--- config.mk ---
export PLATFORM = sky130hd
export DESIGN_NAME = signed_radix_digit_emitter_top
export DESIGN_NICKNAME = d
export VERILOG_FILES = /design/src/rtl/sre_pkg.sv /design/src/rtl/sre_ram.sv /design/src/rtl/sre_div.sv /design/src/rtl/signed_radix_digit_emitter_top.sv
export SDC_FILE = /design/constraint.sdc
export NUM_CORES = 1
export LEC_CHECK = 0
export ABC_AREA = 0
export BUFFER_PORTS_ARGS = -buffer_cell sky130_fd_sc_hd__buf_4
export CORE_MARGIN = 4
export CORE_UTILIZATION = 26
export CTS_CLUSTER_DIAMETER = 100
export DETAILED_ROUTE_END_ITERATION = 10
export GPL_TIMING_DRIVEN = 1
export PLACE_DENSITY_LB_ADDON = 0.3
export SYNTH_ARGS = -nofsm -noshare
export SYNTH_HDL_FRONTEND = slang
export SYNTH_SLANG_ARGS = --single-unit
export TNS_END_PERCENT = 1
--- constraint.sdc ---
create_clock -name clk -period 17.15 [get_ports clk]
set_input_delay 1.715 -clock clk [delete_from_list [all_inputs] [get_ports clk]]
set_output_delay 1.715 -clock clk [all_outputs]
set_load 0.1 [all_outputs]
--- src/rtl/sre_pkg.sv ---
// sre_pkg: shared constants, register indexes and the symbol table lookup
// for the signed radix digit emitter
// no dependencies
package sre_pkg;

  // default sizes for the top-level parameters
  localparam int MAX_SYMBOLS_DEF = 16;
  localparam int VALUE_WIDTH_DEF = 32;

  // fixed field widths
  localparam int SYMBOL_W      = 8;
  localparam int DIGIT_W       = 4;
  localparam int RADIX_W       = 5;
  localparam int TABLE_SYMBOLS = 16;
  localparam int TABLE_W       = TABLE_SYMBOLS * SYMBOL_W;
  localparam int CFG_DATA_W    = 64;
  localparam int CFG_INDEX_W   = 2;

  // quotient bits resolved per divider cycle
  localparam int DIV_BITS_PER_CYCLE = 8;

  // configuration register indexes
  localparam logic [CFG_INDEX_W-1:0] REG_BASE_LENGTH  = 2'd0;
  localparam logic [CFG_INDEX_W-1:0] REG_SYMBOLS_LOW  = 2'd1;
  localparam logic [CFG_INDEX_W-1:0] REG_SYMBOLS_HIGH = 2'd2;

  // reserved characters
  localparam logic [SYMBOL_W-1:0] MINUS_SIGN = 8'h2D;
  localparam logic [SYMBOL_W-1:0] PLUS_SIGN  = 8'h2B;
  localparam logic [SYMBOL_W-1:0] NUL_BYTE   = 8'h00;

  // byte idx of the packed symbol table
  function automatic logic [SYMBOL_W-1:0] sym_at(input logic [TABLE_W-1:0] tbl,
                                                 input logic [DIGIT_W-1:0] idx);
    sym_at = tbl[{idx, 3'b000} +: SYMBOL_W];
  endfunction

endpackage

--- src/rtl/sre_ram.sv ---
// sre_ram: generic single-write, single-read RAM with registered read data
// depends on sre_pkg for default sizes
module sre_ram
  import sre_pkg::*;
#(
  parameter int WIDTH = DIGIT_W,
  parameter int DEPTH = VALUE_WIDTH_DEF
) (
  input  logic                     clk,
  input  logic                     we,
  input  logic [$clog2(DEPTH)-1:0] waddr,
  input  logic [WIDTH-1:0]         wdata,
  input  logic [$clog2(DEPTH)-1:0] raddr,
  output logic [WIDTH-1:0]         rdata
);

  logic [WIDTH-1:0] mem [DEPTH];

  always_ff @(posedge clk) begin
    if (we) begin
      mem[waddr] <= wdata;
    end
    rdata <= mem[raddr];
  end

endmodule

--- src/rtl/sre_div.sv ---
// sre_div: iterative divider of an unsigned value by a small radix,
// several restoring steps per cycle; depends on sre_pkg
module sre_div
  import sre_pkg::*;
#(
  parameter int VALUE_WIDTH = VALUE_WIDTH_DEF
) (
  input  logic                   clk,
  input  logic                   rst,
  input  logic                   start,
  input  logic [VALUE_WIDTH-1:0] dividend,
  input  logic [RADIX_W-1:0]     radix,
  output logic                   done,
  output logic [VALUE_WIDTH-1:0] quotient,
  output logic [DIGIT_W-1:0]     remainder
);

  localparam int CYCLES = (VALUE_WIDTH + DIV_BITS_PER_CYCLE - 1) / DIV_BITS_PER_CYCLE;
  localparam int PAD_W  = CYCLES * DIV_BITS_PER_CYCLE;
  localparam int CYC_W  = $clog2(CYCLES + 1);

  logic [PAD_W-1:0]   shreg;
  logic [PAD_W-1:0]   shreg_next;
  logic [DIGIT_W-1:0] rem;
  logic [DIGIT_W-1:0] rem_next;
  logic [CYC_W-1:0]   left;

  // dividend bits shift out the top, quotient bits shift in the bottom
  always_comb begin
    logic [RADIX_W-1:0] t;
    logic               ge;
    shreg_next = shreg;
    rem_next   = rem;
    for (int k = 0; k < DIV_BITS_PER_CYCLE; k++) begin
      t          = {rem_next, shreg_next[PAD_W-1]};
      ge         = (t >= radix);
      shreg_next = {shreg_next[PAD_W-2:0], ge};
      rem_next   = ge ? DIGIT_W'(t - radix) : t[DIGIT_W-1:0];
    end
  end

  always_ff @(posedge clk) begin
    if (rst) begin
      left <= '0;
      done <= 1'b0;
    end else begin
      done <= 1'b0;
      if (start) begin
        shreg <= PAD_W'(dividend);
        rem   <= '0;
        left  <= CYC_W'(CYCLES);
      end else if (left != '0) begin
        shreg <= shreg_next;
        rem   <= rem_next;
        left  <= left - CYC_W'(1);
        if (left == CYC_W'(1)) begin
          done <= 1'b1;
        end
      end
    end
  end

  assign quotient  = shreg[VALUE_WIDTH-1:0];
  assign remainder = rem;

endmodule

--- src/rtl/signed_radix_digit_emitter_top.sv ---
// signed_radix_digit_emitter_top: converts a signed value to symbol bytes in a
// configurable radix; depends on sre_pkg, sre_div and sre_ram
//
//   channel  direction  signals                         payload
//   in       sink       in_valid / in_ready             value
//   out      source     out_valid / out_ready           symbol, last
//   cfg      sink       cfg_valid / cfg_ready           cfg_index, cfg_data
//
// one item at a time: after the accept the symbol table is checked symbol by
// symbol, then the sign is handled and the divider is started; each digit comes
// from the shared divider, and the digits are then emitted most significant
// first through the registered digit stack read; a zero value skips the divider
// sync reset clears the config registers, so the base reads invalid until set
// out_ready low stalls emission in place; cfg_ready is always high
module signed_radix_digit_emitter_top
  import sre_pkg::*;
#(
  parameter int MAX_SYMBOLS = MAX_SYMBOLS_DEF,
  parameter int VALUE_WIDTH = VALUE_WIDTH_DEF
) (
  input  logic                          clk,
  input  logic                          rst,
  // input items
  input  logic                          in_valid,
  output logic                          in_ready,
  input  logic signed [VALUE_WIDTH-1:0] value,
  // result items
  output logic                          out_valid,
  input  logic                          out_ready,
  output logic [SYMBOL_W-1:0]           symbol,
  output logic                          last,
  // configuration writes
  input  logic                          cfg_valid,
  output logic                          cfg_ready,
  input  logic [CFG_INDEX_W-1:0]        cfg_index,
  input  logic [CFG_DATA_W-1:0]         cfg_data
);

  localparam int IDX_W  = $clog2(MAX_SYMBOLS);
  localparam int ADDR_W = $clog2(VALUE_WIDTH);
  localparam int CNT_W  = $clog2(VALUE_WIDTH + 1);

  typedef enum logic [2:0] {
    S_IDLE,
    S_CHECK,
    S_SIGN,
    S_ZERO,
    S_DIV_START,
    S_DIV_WAIT,
    S_READ,
    S_FETCH
  } state_t;

  state_t state;

  // configuration registers
  logic [RADIX_W-1:0]    base_length;
  logic [CFG_DATA_W-1:0] symbols_low;
  logic [CFG_DATA_W-1:0] symbols_high;
  logic [TABLE_W-1:0]    tbl;

  // per-item registers
  logic                   neg;
  logic [VALUE_WIDTH-1:0] magnitude;
  logic [IDX_W-1:0]       idx;
  logic [CNT_W-1:0]       digit_count;

  // divider and stack wiring
  logic                   div_start;
  logic [VALUE_WIDTH-1:0] div_dividend;
  logic                   div_done;
  logic [VALUE_WIDTH-1:0] div_quotient;
  logic [DIGIT_W-1:0]     div_remainder;
  logic                   stack_we;
  logic [ADDR_W-1:0]      stack_raddr;
  logic [DIGIT_W-1:0]     stack_rdata;

  // table check of the symbol at idx
  logic [SYMBOL_W-1:0] cur_sym;
  logic                len_bad;
  logic                sym_bad;
  logic                dup;
  logic                idx_last;

  logic slot_free;
  logic in_fire;
  logic emit;

  assign cfg_ready = 1'b1;
  assign in_ready  = (state == S_IDLE);
  assign in_fire   = in_valid && in_ready;
  assign slot_free = !out_valid || out_ready;
  assign tbl       = {symbols_high, symbols_low};

  // a symbol goes into the output register this cycle
  assign emit = slot_free &&
                (((state == S_SIGN) && neg) || (state == S_ZERO) || (state == S_FETCH));

  always_ff @(posedge clk) begin
    if (rst) begin
      base_length  <= '0;
      symbols_low  <= '0;
      symbols_high <= '0;
    end else if (cfg_valid && cfg_ready) begin
      unique case (cfg_index)
        REG_BASE_LENGTH:  base_length  <= cfg_data[RADIX_W-1:0];
        REG_SYMBOLS_LOW:  symbols_low  <= cfg_data;
        REG_SYMBOLS_HIGH: symbols_high <= cfg_data;
        default: ;  // unmapped index, write dropped
      endcase
    end
  end

  // one symbol per cycle against every later symbol in use
  always_comb begin
    cur_sym  = sym_at(tbl, DIGIT_W'(idx));
    len_bad  = (base_length < RADIX_W'(2)) || (base_length > RADIX_W'(MAX_SYMBOLS));
    sym_bad  = (cur_sym == NUL_BYTE) || (cur_sym == MINUS_SIGN) || (cur_sym == PLUS_SIGN);
    idx_last = (RADIX_W'(idx) == base_length - RADIX_W'(1));
    dup      = 1'b0;
    for (int j = 0; j < TABLE_SYMBOLS; j++) begin
      if ((RADIX_W'(j) > RADIX_W'(idx)) && (RADIX_W'(j) < base_length) &&
          (sym_at(tbl, DIGIT_W'(j)) == cur_sym)) begin
        dup = 1'b1;
      end
    end
  end

  // back-to-back digits: restart the divider straight from its quotient
  assign div_start    = (state == S_DIV_START) ||
                        ((state == S_DIV_WAIT) && div_done && (div_quotient != '0));
  assign div_dividend = (state == S_DIV_START) ? magnitude : div_quotient;
  assign stack_we     = (state == S_DIV_WAIT) && div_done;
  assign stack_raddr  = ADDR_W'(digit_count - CNT_W'(1));

  sre_div #(
    .VALUE_WIDTH (VALUE_WIDTH)
  ) u_div (
    .clk       (clk),
    .rst       (rst),
    .start     (div_start),
    .dividend  (div_dividend),
    .radix     (base_length),
    .done      (div_done),
    .quotient  (div_quotient),
    .remainder (div_remainder)
  );

  // digits pushed least significant first, popped most significant first
  sre_ram #(
    .WIDTH (DIGIT_W),
    .DEPTH (VALUE_WIDTH)
  ) u_stack (
    .clk   (clk),
    .we    (stack_we),
    .waddr (digit_count[ADDR_W-1:0]),
    .wdata (div_remainder),
    .raddr (stack_raddr),
    .rdata (stack_rdata)
  );

  always_ff @(posedge clk) begin
    if (rst) begin
      state       <= S_IDLE;
      out_valid   <= 1'b0;
      neg         <= 1'b0;
      magnitude   <= '0;
      idx         <= '0;
      digit_count <= '0;
    end else begin
      if (emit) begin
        out_valid <= 1'b1;
      end else if (out_valid && out_ready) begin
        out_valid <= 1'b0;
      end

      unique case (state)
        S_IDLE: begin
          if (in_fire) begin
            neg       <= value[VALUE_WIDTH-1];
            // two's complement magnitude, exact for the most negative value
            magnitude <= value[VALUE_WIDTH-1] ? (~value + VALUE_WIDTH'(1)) : value;
            idx       <= '0;
            state     <= S_CHECK;
          end
        end

        S_CHECK: begin
          priority if (len_bad || sym_bad || dup) begin
            state <= S_IDLE;  // invalid base, item dropped
          end else if (idx_last) begin
            state <= S_SIGN;
          end else begin
            idx <= idx + IDX_W'(1);
          end
        end

        S_SIGN: begin
          digit_count <= '0;
          priority if (neg) begin
            if (slot_free) begin
              symbol    <= MINUS_SIGN;
              last      <= 1'b0;
              state     <= S_DIV_START;
            end
          end else if (magnitude == '0) begin
            state <= S_ZERO;
          end else begin
            state <= S_DIV_START;
          end
        end

        S_ZERO: begin
          if (slot_free) begin
            symbol    <= sym_at(tbl, '0);
            last      <= 1'b1;
            state     <= S_IDLE;
          end
        end

        S_DIV_START: begin
          state <= S_DIV_WAIT;
        end

        S_DIV_WAIT: begin
          if (div_done) begin
            digit_count <= digit_count + CNT_W'(1);
            if (div_quotient == '0) begin
              state <= S_READ;
            end
          end
        end

        S_READ: begin
          // stack read data lands next cycle
          state <= S_FETCH;
        end

        S_FETCH: begin
          if (slot_free) begin
            symbol      <= sym_at(tbl, stack_rdata);
            last        <= (digit_count == CNT_W'(1));
            digit_count <= digit_count - CNT_W'(1);
            state       <= (digit_count == CNT_W'(1)) ? S_IDLE : S_READ;
          end
        end

        default: state <= S_IDLE;
      endcase
    end
  end

endmodule
==> qor.txt <==
crit path max-delay cell type: edfxtp_1
CP endpoint: u_div.quotient[0]$_DFFE_PP_
Arrival @ worst endpoint: 15.84 ns
die area: 85690 µm²
global-route wire length before repair: 101.5 mm
syn_nets: 2272
register area: 8964 µm²
CP Launch Point: u_div.remainder[0]$_SDFFCE_PN0P_
DRC viols: 0
Hold Path Class: flop to flop
Synth top area share: 0.2465
period utilization: 0.9044
FF-to-FF End: u_div.quotient[0]$_DFFE_PP_
Via Count: 16610
clock tree buffer depth: 3
grt ovf: 0
post-route ant nets: 0
vias in the first global route: 16199
Detailed Route WL: 66.78 mm
Setup Total Neg Slack: 0 ns
ys flop type: dfxtp_1
Final nets: 2302
reg2reg setup slack: 1.64 ns
synthesized area per cell: 10.01 µm²
DR vias/cell: 5.142
max-slew violation count: 0
DIE WIDTH: 292.7 µm
DRT Pass-1 Iters: 6
port bufs: 113
die height: 292.7 µm
Startpoint Class: flop
Final GP Congestion: 0.9106
PostCTS Resize Cnt: 0
Top delay family on crit path: compound AO/OA/AOI/OAI gates
number of antenna violations at the first check in global routing: 3
status: complete, no violations
clock-pin slew on the worst setup and hold paths: 0.06 ns
RSZ-0062 raised after global routing: false
clk sink count: 361
DR iter-0 viols: 1484
CP bufs+invs: 6
R2R depth: 68
Max Clk Rate: 64.47 MHz
cell taking the most area after synthesis: edfxtp_1
drt wl/cell: 20.67 µm
Post-Route Utilization: 0.3003
maxcap violations: 0
Initial Util: 0.2621
Final Skew: 0.03131 ns
most frequent cells after synthesis: 381 x nand2_1, 188 x dfxtp_1, 173 x edfxtp_1
number of CTS-inserted buffers: 42
FILL cells: 8360
CTS tree: done
dpl hpwl: 48.13 mm
hold_buf cts: 0
Ys Warns: 0
CP peak stage delay: 1.08 ns
synth top area cells: edfxtp_1 25%, dfxtp_1 18%, mux4_2 10%
share of cells above drive strength 1: 0.1770
final setup vio count: 0
minimum clock period: 15.51 ns
Post-synth EDFFs: 173
footprint of the multi-input gates: 11300 µm²
FF-to-FF Start: u_div.remainder[0]$_SDFFCE_PN0P_
Crit path depth: 68
post-CTS setup-driven buffer insertion count: 0
number of cell rows: 104
CP endpoint kind: flop
worst skew pair latency: 0.59 ns
Worst-Margin Slew: 1.271 ns
largest net degree at the start of global routing: 113
Post-Syn Instances: 2106
CP required: 17.48 ns
Mapped Area: 21080 µm²
Distinct cells, synth: 85
core area: 80420 µm²
gr usage total: 0.1515
CTS Root Cell: clkbuf_16
register bit count reported by yosys: 361
H-tree levels: 2
I/O pin count: 115
Fin. Hold Viols: 0
register area share after synthesis: 0.4250
Worst Path Max Fanout: 35
top-count cell post-synth: nand2_1
Worst path most repeated cell: a21o_1
ys async rst share: 0
area grow syn2layout: 14.56%
slew margin rel.: 0.1526
Crit Path Class: flop to flop
Hold Path Origin: digit_count[5]$_SDFFE_PP0P_
## area by class of cell
| cell class | count | area share |
|---|---|---|
| Antenna cell | 1 | 0.0001036 |
| Clock inverter | 21 | 0.009845 |
| Clock buffer | 56 | 0.04912 |
| Timing Repair Buffer | 131 | 0.04088 |
| Sequential cell | 361 | 0.3712 |
| Tap cell | 1060 | 0.05493 |
| Inverter | 37 | 0.005752 |
| Multi-Input combinational cell | 1563 | 0.4682 |
## state kept, by name, indices dropped and copies added, names as in the netlist
signal and count:
symbols_high 64, neg 1, u_stack.rdata 4, u_div.remainder 4, u_stack.mem 128, symbol 8
state 3, u_div.quotient 32, idx 4, magnitude 32, u_div.left 3, out_valid 1
digit_count 6, last 1, u_div.done 1, base_length 5, symbols_low 64
## worst min path at each step
stage / endpoint / slack (ns) / depth (start not counted)
after floorplan: digit_count[5]$_SDFFE_PP0P_ / 0.45 / 2
after global placement: digit_count[5]$_SDFFE_PP0P_ / 0.47 / 2
after detailed placement: symbols_low[6]$_SDFFE_PP0P_ / 0.48 / 2
after CTS: digit_count[5]$_SDFFE_PP0P_ / 0.49 / 2
after global routing: symbols_low[6]$_SDFFE_PP0P_ / 0.52 / 2
final: digit_count[5]$_SDFFE_PP0P_ / 0.49 / 2
## metrics by stage
stage / cells / hold WS, ns / setup slack, ns / area, µm²
6_report: 3230 / 0.4933 / 1.640 / 24150
5_1_grt: 3229 / 0.5205 / 0.4226 / 24140
4_1_cts: 3229 / 0.4937 / 1.635 / 24140
3_5_place_dp: 3152 / 0.4836 / 1.663 / 22720
3_3_place_gp: 3152 / 0.4691 / 2.390 / 22720
2_1_floorplan: 2106 / 0.4531 / 3.310 / 21080
## worst register-to-register path: cells and delay by family (launching register included)
| family | cells | cell delay (ns) |
|---|---|---|
| flip-flops | 1 | 1.08 |
| adder cells (fa/ha/maj) | 8 | 2.46 |
| AND/OR/NAND/NOR | 14 | 1.87 |
| multiplexers | 2 | 0.68 |
| buffers and inverters | 6 | 0.53 |
| AO/OA/AOI/OAI | 38 | 8.63 |
## logic make-up (layout without fill, tap and decap cells)
logic type      after synthesis  in the layout  share of synthesized area
fa+ha+maj                    63             63                    0.04025
simple gates                788            788                     0.1749
flops                       361            361                     0.4250
buf+inv                     182            245                    0.03977
mux                         180            180                     0.1435
compound gates              418            418                     0.1294
other cells                   1              2                  0.0001779
xor+xnor                    113            113                    0.04695
## layout by cell type, fill, tap and decap left out, types with 43 or more instances in the layout
cell | Yosys | routed
ha_1 | 55 | 54
clkbuf_16 | 0 | 43
a21oi_1 | 169 | 168
edfxtp_1 | 173 | 173
buf_4 | 2 | 130
dfxtp_1 | 188 | 184
xor2_1 | 67 | 67
o21ai_0 | 72 | 72
xnor2_1 | 46 | 46
mux2i_1 | 59 | 59
nor2_1 | 125 | 124
mux4_2 | 95 | 95
nand2_1 | 381 | 381
## per-layer routing
metal | routed length (µm) | vias up | global-route usage | share of wire
met1 | 30150 | 8105 | 0.2149 | 0.45
met2 | 30470 | 592 | 0.2401 | 0.46
li1 | - | 7814 | - | -
met5 | 34 | - | 0 | 0.00051
met4 | 1482 | 4 | 0.03742 | 0.022
met3 | 4640 | 95 | 0.02661 | 0.069
Power is not shown: default switching activity piles up to over one toggle a cycle in this logic, so the estimate is an artifact.
